<file path="src/rtl/phit_pkg.sv">
// shared types and codes for the point-in-shape hit test
// no dependencies; imported by every module of the block
`default_nettype none

package phit_pkg;

    // shape kind register codes
    typedef enum logic [1:0] {
        KIND_TRIANGLE = 2'd0,
        KIND_RECT     = 2'd1,
        KIND_LINE     = 2'd2,
        KIND_INVALID  = 2'd3
    } t_kind;

    // result codes
    localparam int STATUS_W = 2;
    typedef enum logic [STATUS_W-1:0] {
        STATUS_HIT      = 2'd0,
        STATUS_MISS     = 2'd1,
        STATUS_BAD_KIND = 2'd2
    } t_status;

    // configuration register indexes
    localparam int CFG_IDX_W = 3;
    localparam logic [CFG_IDX_W-1:0] REG_SHAPE_KIND = 3'd0;
    localparam logic [CFG_IDX_W-1:0] REG_VERTEX_A_X = 3'd1;
    localparam logic [CFG_IDX_W-1:0] REG_VERTEX_A_Y = 3'd2;
    localparam logic [CFG_IDX_W-1:0] REG_VERTEX_B_X = 3'd3;
    localparam logic [CFG_IDX_W-1:0] REG_VERTEX_B_Y = 3'd4;
    localparam logic [CFG_IDX_W-1:0] REG_VERTEX_C_X = 3'd5;
    localparam logic [CFG_IDX_W-1:0] REG_VERTEX_C_Y = 3'd6;

    // result beat width, status padded to a byte
    localparam int OUT_TDATA_W = 8;

    // number of products formed per beat
    localparam int PROD_N = 10;

    // control that rides along with each beat
    typedef struct packed {
        t_kind kind;
        logic  in_box;
    } t_ctl;

endpackage

`default_nettype wire

</file>
<file path="src/rtl/phit_front.sv">
// stages 1 and 2: coordinate differences, box test, then all products
// depends on phit_pkg
`default_nettype none

module phit_front #(
    parameter int CB = 12
) (
    input  wire logic                 i_clk,
    input  wire logic [1:0]           i_en,      // [0] stage 1, [1] stage 2
    input  wire logic [CB-1:0]        i_px,
    input  wire logic [CB-1:0]        i_py,
    input  wire phit_pkg::t_kind      i_kind,
    input  wire logic [CB-1:0]        i_ax,
    input  wire logic [CB-1:0]        i_ay,
    input  wire logic [CB-1:0]        i_bx,
    input  wire logic [CB-1:0]        i_by,
    input  wire logic [CB-1:0]        i_cx,
    input  wire logic [CB-1:0]        i_cy,
    output logic signed [2*CB:0]      o_prod [phit_pkg::PROD_N],
    output phit_pkg::t_ctl            o_ctl
);
    import phit_pkg::*;

    localparam int DW = CB + 1;
    localparam int PW = 2 * CB + 1;

    function automatic logic signed [PW-1:0] smul(input logic signed [DW-1:0] a,
                                                  input logic signed [DW-1:0] b);
        logic signed [2*DW-1:0] f;
        f = a * b;
        return f[PW-1:0];
    endfunction

    // stage 1 registers
    logic signed [DW-1:0] r_dxa, r_dya, r_dxb, r_dyb, r_dxc, r_dyc;
    logic signed [DW-1:0] r_eabx, r_eaby, r_eacx, r_eacy;
    t_ctl                 r_ctl1;

    logic signed [DW-1:0] n_dxa, n_dya, n_dxb, n_dyb, n_dxc, n_dyc;
    logic signed [DW-1:0] n_eabx, n_eaby, n_eacx, n_eacy;
    t_ctl                 n_ctl1;
    logic [CB-1:0]        lox, hix, loy, hiy;

    always_comb begin
        n_dxa  = $signed({1'b0, i_px}) - $signed({1'b0, i_ax});
        n_dya  = $signed({1'b0, i_py}) - $signed({1'b0, i_ay});
        n_dxb  = $signed({1'b0, i_bx}) - $signed({1'b0, i_px});
        n_dyb  = $signed({1'b0, i_by}) - $signed({1'b0, i_py});
        n_dxc  = $signed({1'b0, i_cx}) - $signed({1'b0, i_px});
        n_dyc  = $signed({1'b0, i_cy}) - $signed({1'b0, i_py});
        n_eabx = $signed({1'b0, i_bx}) - $signed({1'b0, i_ax});
        n_eaby = $signed({1'b0, i_by}) - $signed({1'b0, i_ay});
        n_eacx = $signed({1'b0, i_cx}) - $signed({1'b0, i_ax});
        n_eacy = $signed({1'b0, i_cy}) - $signed({1'b0, i_ay});
        lox = (i_ax < i_bx) ? i_ax : i_bx;
        hix = (i_ax < i_bx) ? i_bx : i_ax;
        loy = (i_ay < i_by) ? i_ay : i_by;
        hiy = (i_ay < i_by) ? i_by : i_ay;
        n_ctl1.kind   = i_kind;
        n_ctl1.in_box = (i_px > lox) && (i_px < hix) && (i_py > loy) && (i_py < hiy);
    end

    always_ff @(posedge i_clk) begin
        if (i_en[0]) begin
            r_dxa  <= n_dxa;
            r_dya  <= n_dya;
            r_dxb  <= n_dxb;
            r_dyb  <= n_dyb;
            r_dxc  <= n_dxc;
            r_dyc  <= n_dyc;
            r_eabx <= n_eabx;
            r_eaby <= n_eaby;
            r_eacx <= n_eacx;
            r_eacy <= n_eacy;
            r_ctl1 <= n_ctl1;
        end
    end

    // stage 2: pairs for each doubled area, then squares of the line edge
    always_ff @(posedge i_clk) begin
        if (i_en[1]) begin
            o_prod[0] <= smul(r_eabx, r_eacy);   // full triangle
            o_prod[1] <= smul(r_eaby, r_eacx);
            o_prod[2] <= smul(r_dxb, r_dyc);     // point with b, c
            o_prod[3] <= smul(r_dyb, r_dxc);
            o_prod[4] <= smul(r_dxa, r_eacy);    // a with point, c
            o_prod[5] <= smul(r_dya, r_eacx);
            o_prod[6] <= smul(r_eabx, r_dya);    // a, b with point; also line numerator
            o_prod[7] <= smul(r_eaby, r_dxa);
            o_prod[8] <= smul(r_eaby, r_eaby);   // a^2
            o_prod[9] <= smul(r_eabx, r_eabx);   // b^2
            o_ctl     <= r_ctl1;
        end
    end

endmodule

`default_nettype wire

</file>
<file path="config.mk">
export PLATFORM = sky130hd
export DESIGN_NAME = phit_front
export DESIGN_NICKNAME = d
export VERILOG_FILES = /design/src/rtl/phit_pkg.sv /design/src/rtl/phit_front.sv
export SDC_FILE = /design/constraint.sdc
export NUM_CORES = 2
export LEC_CHECK = 0
export BUFFER_PORTS_ARGS = -buffer_cell sky130_fd_sc_hd__clkbuf_2
export CORE_ASPECT_RATIO = 1.5
export CORE_UTILIZATION = 60
export DETAILED_ROUTE_END_ITERATION = 16
export PLACE_DENSITY = 0.78
export SLEW_MARGIN = 10
export SYNTH_ARGS = -nofsm -noshare
export SYNTH_HDL_FRONTEND = slang
export SYNTH_SLANG_ARGS = --single-unit
</file>
<file path="constraint.sdc">
create_clock -name i_clk -period 8.15 [get_ports i_clk]
set_input_delay 0.4075 -clock i_clk [delete_from_list [all_inputs] [get_ports i_clk]]
set_output_delay 0.4075 -clock i_clk [all_outputs]
set_load 0.02 [all_outputs]
</file>
==> summary.md <==
| Metric | Value |
|---|---|
| Area contributors post-synth | `fa_1, edfxtp_1, ha_1, inv_1, and2_1` |
| Max Clk Rate | `143 MHz` |
| Reg2reg setup slack | `~1.2 ns` |
| CTS buffer count | `47` |
| Top FF cell, synth | `edfxtp_1` |
| Cell taking the most area after synthesis | `fa_1` |
| Post-cts sizing count | `0` |
| DRC Markers | `0` |
| # IOs | `354` |
| Peak fanout along the critical path | `26` |
| Overall routing resource usage | `31.0%` |
| Die Span X | `a little under 300 um` |
| Tcrit/Tclk final | `around 86%` |
| Drt wl/cell | `approximately 20 um` |
| Cell row count | `161` |
| Crit-path cells | `nand2_1 > fa_1 > inv_1 > fa_1 > inv_1 > fa_1 > inv_1 > fa_1 > fa_1 > ha_1 > ha_1 > o21a_1 > o21ai_0 > a21boi_0 > a21bo_2 > o21ai_0 > o41ai_1 > o21bai_1 > a21oi_1 > xnor2_1` |
| Final setup margin | `~1.2 ns` |
| Worst-path clk slew | `~0.07 ns` |
| Crit path DAT | `approximately 7.4 ns` |
| Reg-to-reg critical path endpoint | `o_prod[124]$_DFFE_PP_` |
| Critical Path End Type | `register` |
| DPL Wire Length | `between 150 and 200 mm` |
| CP peak stage delay | `roughly 0.99 ns` |
| Largest net degree at the start of global routing | `127` |
| Layout Skew | `around 0.043 ns` |
| Die area | `~0.13 mm2` |
| Die Ht | `roughly 440 um` |
| Post-CTS Setup Repair Bufs | `0` |
| Post-route ant nets | `0` |
| Clk Latency, worst-skew pair | `0.68 ns` |
| Initial antenna violation count | `13` |
| YS warnings | `0` |
| Final net count | `10,600` |
| Avg Inst Size Synth | `about 10 um2` |
| RSZ-0062 raised after global routing | `no` |
| Synthesized instance count | `around 7,900` |
| CTS root buffer | `clkbuf_16` |
| Core Box Area | `~0.13 mm2` |
| Share of layout cells above drive strength 1 | `between 6 and 7%` |
| Final setup violation count | `0` |
| CP top delay family | `adder cells` |
| Hold Path End | `o_prod[249]$_DFFE_PP_` |
| RR Startpoint | `r_eacx[1]$_DFFE_PP_` |
| HP Start | `i_en[1]` |
| Register area share after synthesis | `~15%` |
| Startpoint types | `register` |
| #FFs+latches synth | `about 380` |
| Post-synth cell types | `69` |
| Worst min path class | `in2reg` |
| Critical path startpoint | `r_eacx[1]$_DFFE_PP_` |
| Final Hold Fails | `0` |
| Setup TNS | `0 ns` |
| Post-synth top area share | `between 30% and 40%` |
| Slowest-stage cell, CP | `edfxtp_1` |
| Post-Route WL | `about 200 mm` |
| Maximum clock insertion buffer count | `3` |
| Critical path depth | `20` |
| R2r worst-path depth | `20` |
| Clock period minus final worst setup slack | `between 6 and 7 ns` |
| Area Overhead vs Synth | `6.56%` |
| TritonCTS clock tree | `yes` |
| DR pass1 iterations | `8` |
| Max-Cap Viols | `0` |
| Hold-critical path depth | `1` |
| Hold-fix buffers, CTS | `2` |
| Worst setup path category | `reg2reg` |
| Drt initial violations | `between 3,000 and 4,000` |
| EDFF count, synth | `about 380` |
| H-tree Lvls | `2` |
| Avg Vias per Cell | `roughly 5.6` |
| Initial core utilization | `60.7%` |
| Crit path top cell by count | `fa_1` |
| WP data required | `8.56 ns` |
| Rel. slew slack | `16.1%` |
| Max-slew violation count | `0` |
| GRT Residual Overflow | `0` |
| Post-Syn Area | `between 0.07 and 0.08 mm2` |
| Worst-Margin Slew | `between 1 and 1.5 ns` |
| Via count | `about 56,000` |
| CP bufs+invs | `3` |
| Placer Congestion | `0.989` |
| Total clock sinks | `~380` |
| Asr flop ratio synth | `0%` |
| Vias in the first global route | `61,600` |
| Status | `finished clean` |
| Number of port buffers | `roughly 350` |
| Pre-CTS setup slack | `~1.3 ns` |
| First-pass GRT wire length | `319 mm` |
## Yosys cell counts, drive strengths merged (22+ instances only)
master and n:
nor3 38, edfxtp 384, mux2i 37, o21ai 136, a21oi 193, inv 1791
and3 23, a21o 74, nor2 226, and2 635, o21a 30, nand2b 54
nand3 38, a211oi 22, nand2 902, xor2 73, nor2b 138, fa 1550
a21boi 35, xnor2 271, ha 812, clkbuf 286
## routing by layer
| layer | up-vias | GRT usage, % | routed length (um) |
|---|---|---|---|
| li1 | 24500 | - | - |
| met1 | 28300 | 36.1 | 68700 |
| met2 | 2212 | 54.9 | 101000 |
| met3 | 641 | 3.95 | 13600 |
| met4 | 6 | 17.9 | 12500 |
| met5 | - | 0 | 45 |
## placed cells by master (no fill, tap or decap), types with 30 or more instances in the layout
| master | n |
|---|---|
| a21boi_0 | 34 |
| a21o_1 | 73 |
| a21oi_1 | 190 |
| and2_1 | 634 |
| buf_4 | 88 |
| clkbuf_16 | 47 |
| clkbuf_2 | 349 |
| edfxtp_1 | 384 |
| fa_1 | 1550 |
| ha_1 | 812 |
| inv_1 | 1791 |
| mux2i_1 | 37 |
| nand2_1 | 902 |
| nand2b_1 | 54 |
| nand3_1 | 38 |
| nor2_1 | 226 |
| nor2b_1 | 138 |
| nor3_1 | 38 |
| o21a_1 | 30 |
| o21ai_0 | 136 |
| xnor2_1 | 271 |
| xor2_1 | 73 |
## flip-flops by register name, summed over array words and instances (netlist names)
register  flops
r_eacy       13
r_dyc        13
r_dxc        13
r_dxb        13
r_dyb        13
r_eabx       13
r_eacx       13
o_prod      248
r_dya        13
o_ctl         3
r_eaby       13
r_ctl1        3
r_dxa        13
## metrics by stage
stage          instance area [um2]  utilization (%)  instances  hold slack (ns)
2_1_floorplan                78200                -       7948            0.400
3_3_place_gp                 81700             63.4       9806            0.408
3_5_place_dp                 81700             63.4       9806            0.405
4_1_cts                      83300             64.6       9896            0.196
5_1_grt                      83400             64.7       9905            0.222
6_report                     83400             64.7       9906            0.203
## area by class of cell
cell class / instances / area [um2]
Timing Repair Buffer: 442 / 2480
Multi-Input combinational cell: 5480 / 58900
Fill cell: 10100 / 45600
Clock inverter: 39 / 398
Sequential cell: 384 / 11500
Clock buffer: 49 / 1180
Antenna cell: 10 / 25.0
Inverter: 1791 / 6720
Tap cell: 1711 / 2140
## logic make-up after synthesis
logic type	synth area share [%]
other	0.00479
adder cells (fa/ha/maj)	52.7
AND/OR/NAND/NOR	13.2
buffers and inverters	10.0
AO/OA/AOI/OAI	5.01
flip-flops	14.7
multiplexers	0.488
XOR/XNOR	3.85
## how the worst max path moves through the flow
stage / slack, ns / to
6_report: 1.17 / o_prod[124]$_DFFE_PP_
4_1_cts: 1.26 / o_prod[49]$_DFFE_PP_
5_1_grt: 0.82 / o_prod[124]$_DFFE_PP_
3_5_place_dp: 1.26 / o_prod[49]$_DFFE_PP_
2_1_floorplan: 1.99 / o_prod[124]$_DFFE_PP_
3_3_place_gp: 1.39 / o_prod[49]$_DFFE_PP_
Power is left out: the tool's default activity adds up to more than one toggle a clock period on the data nets, which glitch-free logic cannot reach.
